### config.mk
export PLATFORM = sky130hd
export DESIGN_NAME = priority_nearest_top_k_selector_top
export DESIGN_NICKNAME = d
export VERILOG_FILES = /design/src/hdl/pnts_pkg.sv /design/src/hdl/pnts_front.sv /design/src/hdl/pnts_queue.sv /design/src/hdl/pnts_back.sv /design/src/hdl/priority_nearest_top_k_selector_top.sv
export SDC_FILE = /design/constraint.sdc
export NUM_CORES = 2
export LEC_CHECK = 0
export BUFFER_PORTS_ARGS = -buffer_cell sky130_fd_sc_hd__buf_4
export CORE_UTILIZATION = 25
export CTS_BUF_LIST = sky130_fd_sc_hd__clkbuf_8
export CTS_CLUSTER_SIZE = 25
export DETAILED_ROUTE_END_ITERATION = 12
export GPL_ROUTABILITY_DRIVEN = 0
export GPL_TIMING_DRIVEN = 0
export PLACE_DENSITY = 0.42
export SYNTH_ARGS = -nofsm -noshare
export SYNTH_HDL_FRONTEND = slang
export SYNTH_HIERARCHICAL = 1
export SYNTH_SLANG_ARGS = --single-unit
export TNS_END_PERCENT = 100
### constraint.sdc
create_clock -name clk -period 17.6 [get_ports clk]
set_input_delay 5.28 -clock clk [delete_from_list [all_inputs] [get_ports clk]]
set_output_delay 5.28 -clock clk [all_outputs]
set_load 0.005 [all_outputs]
### src/hdl/pnts_pkg.sv
`timescale 1ns / 1ps
`default_nettype none
// ----------------------------------------------------------------------------
// pnts_pkg: shared types and constants of the priority nearest top-k selector
// Slot count, field widths, register indexes, queue entry and slot types, and
// the ranking function used by the replacement and the flush ordering.
// ----------------------------------------------------------------------------
package pnts_pkg;

  // slot storage size and derived index widths
  localparam int MAX_SLOTS = 16;
  localparam int SLOT_W    = (MAX_SLOTS > 1) ? $clog2(MAX_SLOTS) : 1;
  localparam int COUNT_W   = $clog2(MAX_SLOTS + 1);

  // field widths
  localparam int COORD_W = 21;
  localparam int MAG_W   = 21;
  localparam int SQ_W    = 2 * MAG_W;
  localparam int DIST_W  = SQ_W + 1;
  localparam int LIMIT_W = 7;

  // stream widths
  localparam int S_TDATA_W = 64;
  localparam int M_TDATA_W = 112;

  // decoupling queue between front and back
  localparam int QUEUE_DEPTH = 4;
  localparam int QPTR_W      = $clog2(QUEUE_DEPTH);
  localparam int QCNT_W      = $clog2(QUEUE_DEPTH + 1);

  // configuration register indexes
  localparam logic [1:0] REG_CENTER_X = 2'd0;
  localparam logic [1:0] REG_CENTER_Z = 2'd1;
  localparam logic [1:0] REG_MAX_KEPT = 2'd2;

  // command codes
  localparam logic CMD_OFFER = 1'b0;
  localparam logic CMD_FLUSH = 1'b1;

  // reset value of the limit register
  localparam logic [LIMIT_W-1:0] MAX_KEPT_RESET = 7'd16;

  typedef struct packed {
    logic signed [COORD_W-1:0] center_x;
    logic signed [COORD_W-1:0] center_z;
    logic [LIMIT_W-1:0]        max_kept;
  } cfg_t;

  typedef struct packed {
    logic                      cmd;
    logic signed [COORD_W-1:0] x;
    logic signed [COORD_W-1:0] y;
    logic signed [COORD_W-1:0] z;
    logic                      urgent;
    logic [DIST_W-1:0]         sq_dist;
  } item_t;

  typedef struct packed {
    logic signed [COORD_W-1:0] x;
    logic signed [COORD_W-1:0] y;
    logic signed [COORD_W-1:0] z;
    logic                      urgent;
    logic [DIST_W-1:0]         sq_dist;
  } slot_t;

  // queue status toward the back end
  typedef struct packed {
    logic valid;
    logic full;
  } q_stat_t;

  // true if entry a ranks strictly ahead of entry b
  function automatic logic rank_before(input logic ua, input logic [DIST_W-1:0] da,
                                       input logic ub, input logic [DIST_W-1:0] db);
    logic r;
    if (ua != ub) begin
      r = ua;
    end else begin
      r = (da < db);
    end
    return r;
  endfunction

endpackage
`default_nettype wire

### src/hdl/pnts_front.sv
`timescale 1ns / 1ps
`default_nettype none
// ----------------------------------------------------------------------------
// pnts_front: input stage and distance pipeline
// Accepts stream items, forms |dx| and |dz| against the centre, squares them
// in a registered stage and pushes the item with its distance into the queue.
// ----------------------------------------------------------------------------
module pnts_front (
  input  wire logic                              clk,
  input  wire logic                              rst,
  input  wire pnts_pkg::cfg_t                    cfg,
  input  wire logic                              s_tvalid,
  output logic                                   s_tready,
  // s_tdata fields from bit 0: pos_x, pos_y, pos_z, urgent
  input  wire logic [pnts_pkg::S_TDATA_W-1:0]    s_tdata,
  // s_tuser fields from bit 0: cmd
  input  wire logic                              s_tuser,
  input  wire pnts_pkg::q_stat_t                 q_stat,
  output logic                                   q_push,
  output pnts_pkg::item_t                        q_data
);

  // stage one: magnitudes of the differences
  logic                                s1_valid;
  logic                                s1_cmd;
  logic signed [pnts_pkg::COORD_W-1:0] s1_x, s1_y, s1_z;
  logic                                s1_urgent;
  logic [pnts_pkg::MAG_W-1:0]          s1_mx, s1_mz;

  // stage two: squares
  logic                                s2_valid;
  logic                                s2_cmd;
  logic signed [pnts_pkg::COORD_W-1:0] s2_x, s2_y, s2_z;
  logic                                s2_urgent;
  logic [pnts_pkg::SQ_W-1:0]           s2_sx, s2_sz;

  logic                                advance;
  logic signed [pnts_pkg::COORD_W:0]   dx, dz;
  logic signed [pnts_pkg::COORD_W:0]   ndx, ndz;
  logic [pnts_pkg::MAG_W-1:0]          mx, mz;

  // whole pipeline moves unless the last stage is blocked by a full queue
  assign advance  = !(s2_valid && q_stat.full);
  assign s_tready = advance;

  // signed differences, one bit wider, and their magnitudes
  always_comb begin
    dx  = {s_tdata[20], s_tdata[20:0]} - {cfg.center_x[20], cfg.center_x};
    dz  = {s_tdata[62], s_tdata[62:42]} - {cfg.center_z[20], cfg.center_z};
    ndx = -dx;
    ndz = -dz;
    mx  = dx[pnts_pkg::COORD_W] ? ndx[pnts_pkg::MAG_W-1:0] : dx[pnts_pkg::MAG_W-1:0];
    mz  = dz[pnts_pkg::COORD_W] ? ndz[pnts_pkg::MAG_W-1:0] : dz[pnts_pkg::MAG_W-1:0];
  end

  // valid bits
  always_ff @(posedge clk) begin
    if (rst) begin
      s1_valid <= 1'b0;
      s2_valid <= 1'b0;
    end else if (advance) begin
      s1_valid <= s_tvalid;
      s2_valid <= s1_valid;
    end
  end

  // payload registers
  always_ff @(posedge clk) begin
    if (advance) begin
      s1_cmd    <= s_tuser;
      s1_x      <= s_tdata[20:0];
      s1_y      <= s_tdata[41:21];
      s1_z      <= s_tdata[62:42];
      s1_urgent <= s_tdata[63];
      s1_mx     <= mx;
      s1_mz     <= mz;
      s2_cmd    <= s1_cmd;
      s2_x      <= s1_x;
      s2_y      <= s1_y;
      s2_z      <= s1_z;
      s2_urgent <= s1_urgent;
      s2_sx     <= s1_mx * s1_mx;
      s2_sz     <= s1_mz * s1_mz;
    end
  end

  // sum of squares goes into the queue with the item
  assign q_push = s2_valid && !q_stat.full;
  always_comb begin
    q_data.cmd     = s2_cmd;
    q_data.x       = s2_x;
    q_data.y       = s2_y;
    q_data.z       = s2_z;
    q_data.urgent  = s2_urgent;
    q_data.sq_dist = {1'b0, s2_sx} + {1'b0, s2_sz};
  end

endmodule
`default_nettype wire

### src/hdl/pnts_queue.sv
`timescale 1ns / 1ps
`default_nettype none
// ----------------------------------------------------------------------------
// pnts_queue: short item queue between front and back
// Holds classified items with their distances so that the distance pipeline
// and the slot logic stall independently.
// ----------------------------------------------------------------------------
module pnts_queue (
  input  wire logic              clk,
  input  wire logic              rst,
  input  wire logic              push,
  input  wire pnts_pkg::item_t   push_data,
  input  wire logic              pop,
  output pnts_pkg::q_stat_t      stat,
  output pnts_pkg::item_t        head
);

  pnts_pkg::item_t                mem [pnts_pkg::QUEUE_DEPTH];
  logic [pnts_pkg::QPTR_W-1:0]    wr_ptr, rd_ptr;
  logic [pnts_pkg::QCNT_W-1:0]    count;
  logic                           do_push, do_pop;

  assign stat.valid = (count != '0);
  assign stat.full  = (count == pnts_pkg::QCNT_W'(pnts_pkg::QUEUE_DEPTH));
  assign do_push    = push && !stat.full;
  assign do_pop     = pop && stat.valid;
  assign head       = mem[rd_ptr];

  // pointers and fill count
  always_ff @(posedge clk) begin
    if (rst) begin
      wr_ptr <= '0;
      rd_ptr <= '0;
      count  <= '0;
    end else begin
      if (do_push) begin
        wr_ptr <= wr_ptr + 1'b1;
      end
      if (do_pop) begin
        rd_ptr <= rd_ptr + 1'b1;
      end
      if (do_push && !do_pop) begin
        count <= count + 1'b1;
      end else if (do_pop && !do_push) begin
        count <= count - 1'b1;
      end
    end
  end

  // entry storage
  always_ff @(posedge clk) begin
    if (do_push) begin
      mem[wr_ptr] <= push_data;
    end
  end

endmodule
`default_nettype wire

### src/hdl/pnts_back.sv
`timescale 1ns / 1ps
`default_nettype none
// ----------------------------------------------------------------------------
// pnts_back: slot store, replacement search and sorted flush
// Adds offered items while below the limit, otherwise scans the kept slots
// for the worst one and replaces it; a flush repeatedly scans for the best
// remaining slot and sends it through the output register.
// ----------------------------------------------------------------------------
module pnts_back (
  input  wire logic                              clk,
  input  wire logic                              rst,
  input  wire logic [pnts_pkg::LIMIT_W-1:0]      max_kept,
  input  wire pnts_pkg::q_stat_t                 q_stat,
  input  wire pnts_pkg::item_t                   q_head,
  output logic                                   q_pop,
  output logic                                   m_tvalid,
  input  wire logic                              m_tready,
  // m_tdata fields from bit 0: out_x, out_y, out_z, out_urgent, out_dist, zero fill
  output logic [pnts_pkg::M_TDATA_W-1:0]         m_tdata,
  // m_tuser fields from bit 0: set_empty
  output logic                                   m_tuser,
  output logic                                   m_tlast
);

  typedef enum logic [4:0] {
    ST_IDLE   = 5'b00001,
    ST_SCAN   = 5'b00010,
    ST_DECIDE = 5'b00100,
    ST_SORT   = 5'b01000,
    ST_PUT    = 5'b10000
  } state_t;

  state_t                          state;
  pnts_pkg::slot_t                 slots [pnts_pkg::MAX_SLOTS];
  logic [pnts_pkg::COUNT_W-1:0]    kept_count;
  logic [pnts_pkg::COUNT_W-1:0]    em_cnt;
  logic [pnts_pkg::SLOT_W-1:0]     scan_idx;
  logic [pnts_pkg::MAX_SLOTS-1:0]  used;
  logic                            have_best;
  logic [pnts_pkg::SLOT_W-1:0]     best_i;
  pnts_pkg::slot_t                 best;
  pnts_pkg::item_t                 cand;
  logic [pnts_pkg::SLOT_W-1:0]     worst_i;
  logic                            worst_u;
  logic [pnts_pkg::DIST_W-1:0]     worst_d;
  logic                            out_valid;
  logic                            out_empty, out_last;
  pnts_pkg::slot_t                 out_slot;

  pnts_pkg::slot_t                 cur;
  logic                            scan_last;
  logic [pnts_pkg::COUNT_W-1:0]    limit;
  logic                            out_free;
  logic                            take;
  logic                            put_last;
  logic                            slot_we;
  logic [pnts_pkg::SLOT_W-1:0]     slot_wi;
  pnts_pkg::slot_t                 slot_wd;
  pnts_pkg::slot_t                 head_slot;

  // effective limit: zero acts as one, large values saturate
  always_comb begin
    if (max_kept == '0) begin
      limit = pnts_pkg::COUNT_W'(1);
    end else if (max_kept > pnts_pkg::LIMIT_W'(pnts_pkg::MAX_SLOTS)) begin
      limit = pnts_pkg::COUNT_W'(pnts_pkg::MAX_SLOTS);
    end else begin
      limit = max_kept[pnts_pkg::COUNT_W-1:0];
    end
  end

  // slot under the scan pointer and end of scan
  assign cur       = slots[scan_idx];
  assign scan_last = (pnts_pkg::COUNT_W'(scan_idx) + pnts_pkg::COUNT_W'(1) == kept_count);
  assign out_free  = !out_valid || m_tready;
  assign put_last  = (em_cnt + pnts_pkg::COUNT_W'(1) == kept_count);
  assign q_pop     = (state == ST_IDLE) && q_stat.valid;

  // replacement rule for the worst slot
  assign take = (cand.urgent || !worst_u) &&
                ((cand.urgent && !worst_u) || (cand.sq_dist < worst_d));

  always_comb begin
    head_slot.x       = q_head.x;
    head_slot.y       = q_head.y;
    head_slot.z       = q_head.z;
    head_slot.urgent  = q_head.urgent;
    head_slot.sq_dist = q_head.sq_dist;
  end

  // slot write port
  always_comb begin
    slot_we = 1'b0;
    slot_wi = kept_count[pnts_pkg::SLOT_W-1:0];
    slot_wd = head_slot;
    if (q_pop && (q_head.cmd == pnts_pkg::CMD_OFFER) && (kept_count < limit)) begin
      slot_we = 1'b1;
    end else if ((state == ST_DECIDE) && take) begin
      slot_we          = 1'b1;
      slot_wi          = worst_i;
      slot_wd.x        = cand.x;
      slot_wd.y        = cand.y;
      slot_wd.z        = cand.z;
      slot_wd.urgent   = cand.urgent;
      slot_wd.sq_dist  = cand.sq_dist;
    end
  end

  always_ff @(posedge clk) begin
    if (slot_we) begin
      slots[slot_wi] <= slot_wd;
    end
  end

  // control sequencer
  always_ff @(posedge clk) begin
    if (rst) begin
      state      <= ST_IDLE;
      kept_count <= '0;
      em_cnt     <= '0;
      scan_idx   <= '0;
      used       <= '0;
      have_best  <= 1'b0;
      out_valid  <= 1'b0;
    end else begin
      // output register: load on a put, clear once the sink takes it
      if ((state == ST_PUT) && out_free) begin
        out_valid <= 1'b1;
      end else if (m_tready) begin
        out_valid <= 1'b0;
      end
      unique case (state)
        ST_IDLE: begin
          if (q_pop) begin
            scan_idx <= '0;
            if (q_head.cmd == pnts_pkg::CMD_FLUSH) begin
              em_cnt    <= '0;
              used      <= '0;
              have_best <= 1'b0;
              state     <= (kept_count == '0) ? ST_PUT : ST_SORT;
            end else if (kept_count < limit) begin
              kept_count <= kept_count + 1'b1;
            end else begin
              state <= ST_SCAN;
            end
          end
        end
        ST_SCAN: begin
          scan_idx <= scan_idx + 1'b1;
          if (scan_last) begin
            state <= ST_DECIDE;
          end
        end
        ST_DECIDE: begin
          state <= ST_IDLE;
        end
        ST_SORT: begin
          scan_idx <= scan_idx + 1'b1;
          if (!used[scan_idx] &&
              (!have_best || pnts_pkg::rank_before(cur.urgent, cur.sq_dist,
                                                   best.urgent, best.sq_dist))) begin
            have_best <= 1'b1;
          end
          if (scan_last) begin
            state <= ST_PUT;
          end
        end
        ST_PUT: begin
          if (out_free) begin
            if (kept_count == '0) begin
              state <= ST_IDLE;
            end else begin
              used[best_i] <= 1'b1;
              if (put_last) begin
                kept_count <= '0;
                state      <= ST_IDLE;
              end else begin
                em_cnt    <= em_cnt + 1'b1;
                scan_idx  <= '0;
                have_best <= 1'b0;
                state     <= ST_SORT;
              end
            end
          end
        end
        default: begin
          state <= ST_IDLE;
        end
      endcase
    end
  end

  // datapath registers: candidate, running worst, running best, output
  always_ff @(posedge clk) begin
    if (q_pop) begin
      cand <= q_head;
    end
    if (state == ST_SCAN) begin
      if ((scan_idx == '0) ||
          pnts_pkg::rank_before(worst_u, worst_d, cur.urgent, cur.sq_dist)) begin
        worst_i <= scan_idx;
        worst_u <= cur.urgent;
        worst_d <= cur.sq_dist;
      end
    end
    if ((state == ST_SORT) && !used[scan_idx] &&
        (!have_best || pnts_pkg::rank_before(cur.urgent, cur.sq_dist,
                                             best.urgent, best.sq_dist))) begin
      best   <= cur;
      best_i <= scan_idx;
    end
    if ((state == ST_PUT) && out_free) begin
      if (kept_count == '0) begin
        out_slot  <= '0;
        out_empty <= 1'b1;
        out_last  <= 1'b1;
      end else begin
        out_slot  <= best;
        out_empty <= 1'b0;
        out_last  <= put_last;
      end
    end
  end

  // output stream
  assign m_tvalid = out_valid;
  assign m_tuser  = out_empty;
  assign m_tlast  = out_last;
  assign m_tdata  = {5'b0, out_slot.sq_dist, out_slot.urgent, out_slot.z, out_slot.y,
                     out_slot.x};

endmodule
`default_nettype wire

### src/hdl/priority_nearest_top_k_selector_top.sv
`timescale 1ns / 1ps
`default_nettype none
// ----------------------------------------------------------------------------
// priority_nearest_top_k_selector_top: bounded top-k selector for grid points
// Keeps the best entries ranked by priority flag and squared x/z distance
// to a configured centre, and emits them sorted on a flush command.
// ----------------------------------------------------------------------------
// The front end accepts one item per cycle while the queue is not full, and
// computes its distance in a two-stage pipeline (difference and magnitude,
// then a registered square per axis), feeding a four-entry queue. The back
// end takes one item from the queue when idle. An offer that fits below the
// limit is written straight into a slot; an offer into a full set scans the
// kept slots one per cycle. A flush does a selection pass over the kept slots
// per result, or sends a single set_empty result for an empty set. The output
// holds one result in a register, so the back end keeps working while the
// sink stalls for one transfer. Configuration must be written through the
// cfg port only while no item is in flight; the block does not enforce this.
// ----------------------------------------------------------------------------
module priority_nearest_top_k_selector_top (
  input  wire logic                              clk,
  input  wire logic                              rst,
  // configuration write port
  input  wire logic                              cfg_wen,
  input  wire logic [1:0]                        cfg_index,
  input  wire logic [pnts_pkg::COORD_W-1:0]      cfg_data,
  // input stream
  input  wire logic                              s_tvalid,
  output logic                                   s_tready,
  // s_tdata fields from bit 0: pos_x, pos_y, pos_z, urgent
  input  wire logic [pnts_pkg::S_TDATA_W-1:0]    s_tdata,
  // s_tuser fields from bit 0: cmd
  input  wire logic                              s_tuser,
  // result stream
  output logic                                   m_tvalid,
  input  wire logic                              m_tready,
  // m_tdata fields from bit 0: out_x, out_y, out_z, out_urgent, out_dist, zero fill
  output logic [pnts_pkg::M_TDATA_W-1:0]         m_tdata,
  // m_tuser fields from bit 0: set_empty
  output logic                                   m_tuser,
  output logic                                   m_tlast
);

  pnts_pkg::cfg_t     cfg;
  pnts_pkg::q_stat_t  q_stat;
  pnts_pkg::item_t    q_in, q_head;
  logic               q_push, q_pop;

  // configuration registers
  always_ff @(posedge clk) begin
    if (rst) begin
      cfg.center_x <= '0;
      cfg.center_z <= '0;
      cfg.max_kept <= pnts_pkg::MAX_KEPT_RESET;
    end else if (cfg_wen) begin
      unique case (cfg_index)
        pnts_pkg::REG_CENTER_X: cfg.center_x <= cfg_data;
        pnts_pkg::REG_CENTER_Z: cfg.center_z <= cfg_data;
        pnts_pkg::REG_MAX_KEPT: cfg.max_kept <= cfg_data[pnts_pkg::LIMIT_W-1:0];
        default: ;
      endcase
    end
  end

  pnts_front u_front (
    .clk      (clk),
    .rst      (rst),
    .cfg      (cfg),
    .s_tvalid (s_tvalid),
    .s_tready (s_tready),
    .s_tdata  (s_tdata),
    .s_tuser  (s_tuser),
    .q_stat   (q_stat),
    .q_push   (q_push),
    .q_data   (q_in)
  );

  pnts_queue u_queue (
    .clk       (clk),
    .rst       (rst),
    .push      (q_push),
    .push_data (q_in),
    .pop       (q_pop),
    .stat      (q_stat),
    .head      (q_head)
  );

  pnts_back u_back (
    .clk      (clk),
    .rst      (rst),
    .max_kept (cfg.max_kept),
    .q_stat   (q_stat),
    .q_head   (q_head),
    .q_pop    (q_pop),
    .m_tvalid (m_tvalid),
    .m_tready (m_tready),
    .m_tdata  (m_tdata),
    .m_tuser  (m_tuser),
    .m_tlast  (m_tlast)
  );

endmodule
`default_nettype wire

==> impl_metrics.py <==
metrics = {
    "outcome": {
        "status": "complete, but fails checks",
        "violations": "antenna violations",
    },
    "floorplanning": {
        "ios": 209,
        "row_count": 272,
        "core_area_um2": 550000,
        "dieArea_um2": 557000,
        "die_w_um": 746,
        "dieHeight_um": 746,
        "start_util": 0.252,
    },
    "clocking": {
        "ctsResizeCount": 0,
        "hold_buffers": 0,
        "ctsHtreeMaxLevel": 5,
        "tritoncts": "built",
        "clk_latency_ns": 1.19,
        "clk_path_buf_depth": 4,
        "cts_buffers": 484,
        "post_cts_buffers": 0,
        "clkTransAtPathRegs_ns": 0.06,
        "cts_num_sinks": 2874,
        "cts_root_buffer": "clkbuf_8",
    },
    "global_routing": {
        "overflow": 0,
        "grt_pass1_vias": 81200,
        "grt_pass1_wl_um": 584000,
        "grt_antenna_before_repair": 28,
        "grt_max_degree": 62,
        "grt_usage": 0.144,
    },
    "worst_setup_path": {
        "startpoint_type": "register",
        "crit_type": "register to register",
        "slowest_stage": "clkbuf_1",
        "cp_common_cell": "fa_1",
        "cp_slowest_stage_delay_ns": 0.60,
        "crit_required_ns": 18.51,
        "cp_max_fo": 10,
        "path_buf_inv": 8,
        "cpLargestDelayFamily": "adder cells",
        "critPathCaptureType": "register",
        "crit_arrival_ns": 10.02,
    },
    "flow_run": {
        "maxCapViolCount": 0,
    },
    "yosys": {
        "yosysWarningCount": 6,
        "synth_seq_cells": 2874,
        "synth_ff_type": "edfxtp_1",
        "yosys-top-cells-count": "edfxtp_1, inv_1, mux4_2",
        "yosys.cell_count.top_type": "edfxtp_1",
        "synth-seq-area-share": 0.616,
        "synth_area_leaders": "edfxtp_1, mux4_2, fa_1, ha_1, inv_1",
        "yosys.area.top_type_share": 0.602,
        "synthArstFlopShare": 0,
        "synth_top_cell_by_area": "edfxtp_1",
        "synthCells": 8257,
        "synth_edf_count": 2773,
        "synth_area_per_cell_um2": 16.8,
        "syn_area_um2": 138000,
        "synth.distinct_cells": 105,
    },
    "placed_design": {
        "dp_hpwl_um": 295000,
        "io_buffers": 203,
    },
    "routing": {
        "avgRoutedWirePerCell_um": 24.1,
        "drt-pass1-iter-count": 5,
        "drc_errors": 0,
        "ant_nets": 1,
        "wl_um": 407000,
        "vias": 74300,
        "first_iter_violations": 5521,
        "vias_per_cell": 4.41,
    },
    "timing": {
        "post-route-min-period_ns": 9.11,
        "finalMaxSlewViolations": 0,
        "clock_skew_ns": 0.121,
        "period_share": 0.518,
        "fmax_ghz": 0.110,
        "maxSlewHeadroom": 0.0950,
        "rsz0062_at_grt": "no",
        "finalSetupViolCount": 0,
        "hold_violations": 0,
        "tns_ns": 0,
        "worst_slew_pin_slew_ns": 1.35,
    },
    "min_path": {
        "min_path_type": "register to register",
    },
    "finish": {
        "drive_gt1_frac": 0.199,
        "nNetsFinal": 10400,
        "area_growth_pct": 17.8,
        "postLayoutCoreUtil": 0.296,
        "nFillCells": 54700,
    },
}
layout by cell type (no fill, tap or decap), types with 52 or more instances in the layout:
| master | count |
|---|---|
| a21o_1 | 85 |
| a21oi_1 | 186 |
| and2_1 | 170 |
| buf_16 | 103 |
| buf_2 | 78 |
| buf_4 | 212 |
| buf_8 | 53 |
| clkbuf_1 | 168 |
| clkbuf_8 | 490 |
| clkinv_1 | 141 |
| clkinv_2 | 69 |
| dfxtp_1 | 101 |
| edfxtp_1 | 2773 |
| fa_1 | 623 |
| ha_1 | 532 |
| inv_1 | 1202 |
| mux2_1 | 54 |
| mux2_2 | 57 |
| mux2i_1 | 52 |
| mux4_2 | 647 |
| nand2_1 | 345 |
| nand2b_1 | 97 |
| nor2_1 | 235 |
| nor2b_1 | 106 |
| o21ai_0 | 97 |
| xnor2_1 | 136 |
| xor2_1 | 69 |
final timing paths:
check	start	endpoint	slack (ns)	cells past startpoint
hold / removal	u_front/s1_z[10]	u_front/s2_z[10]	0.41	0
setup / recovery	u_front/s1_mz[13]	u_front/s2_sz[41]	8.49	26
hold reg to reg	u_front/s1_z[10]	u_front/s2_z[10]	0.41	0
setup reg to reg	u_front/s1_mz[13]	u_front/s2_sz[41]	8.49	26
cell families (layout without fill, tap and decap cells):
| family | after synthesis | in the layout | synth area share |
|---|---|---|---|
| simple gates | 1202 | 1202 | 0.0444 |
| flops | 2874 | 2874 | 0.616 |
| xor+xnor | 205 | 205 | 0.0130 |
| compound gates | 648 | 648 | 0.0314 |
| mux | 810 | 810 | 0.118 |
| buf+inv | 1362 | 2656 | 0.0387 |
| fa+ha+maj | 1155 | 1155 | 0.138 |
| other cells | 1 | 23 | 0.0000271 |
metal layers:
layer,vias up,routed length [µm],track usage
li1,32500,-,-
met1,39500,179000,0.191
met2,1763,199000,0.246
met3,524,17900,0.0186
met4,0,10900,0.0392
met5,-,0,0
registers in the layout, indices dropped and copies added, names as in the netlist, 41 cells and up, named ones only:
signal / flops
u_front/s2_sz: 41
cfg: 49
u_queue/mem: 432
u_back/worst_d: 43
u_back/best: 107
u_back/slots: 1712
u_back/cand: 107
u_front/s2_sx: 41
u_back/m_tdata: 107
area by class of cell:
cell class	count	area, µm²	share of cell area
Inverter	1059	3980	0.0244
Sequential cell	2874	85300	0.523
Clock inverter	405	2370	0.0146
Buffer	303	1390	0.00850
Antenna cell	18	45.0	0.000276
Clock buffer	490	6740	0.0414
Tap cell	7261	9080	0.0557
Timing Repair Buffer	399	5960	0.0366
Multi-Input combinational cell	4025	48100	0.295
stage by stage:
stage / setup WS (ns) / instance area (µm²) / std cells / hold slack (ns)
2_1_floorplan: 6.36 / 138000 / 8261 / 0.400
3_3_place_gp: -9.65 / 149000 / 15700 / 0.403
3_5_place_dp: 8.53 / 154000 / 15900 / 0.405
4_1_cts: 8.50 / 163000 / 16800 / 0.408
5_1_grt: 8.03 / 163000 / 16800 / 0.416
6_report: 8.49 / 163000 / 16800 / 0.413
Power is not shown: default switching activity piles up to over one toggle a cycle in this logic, so the estimate is an artifact.
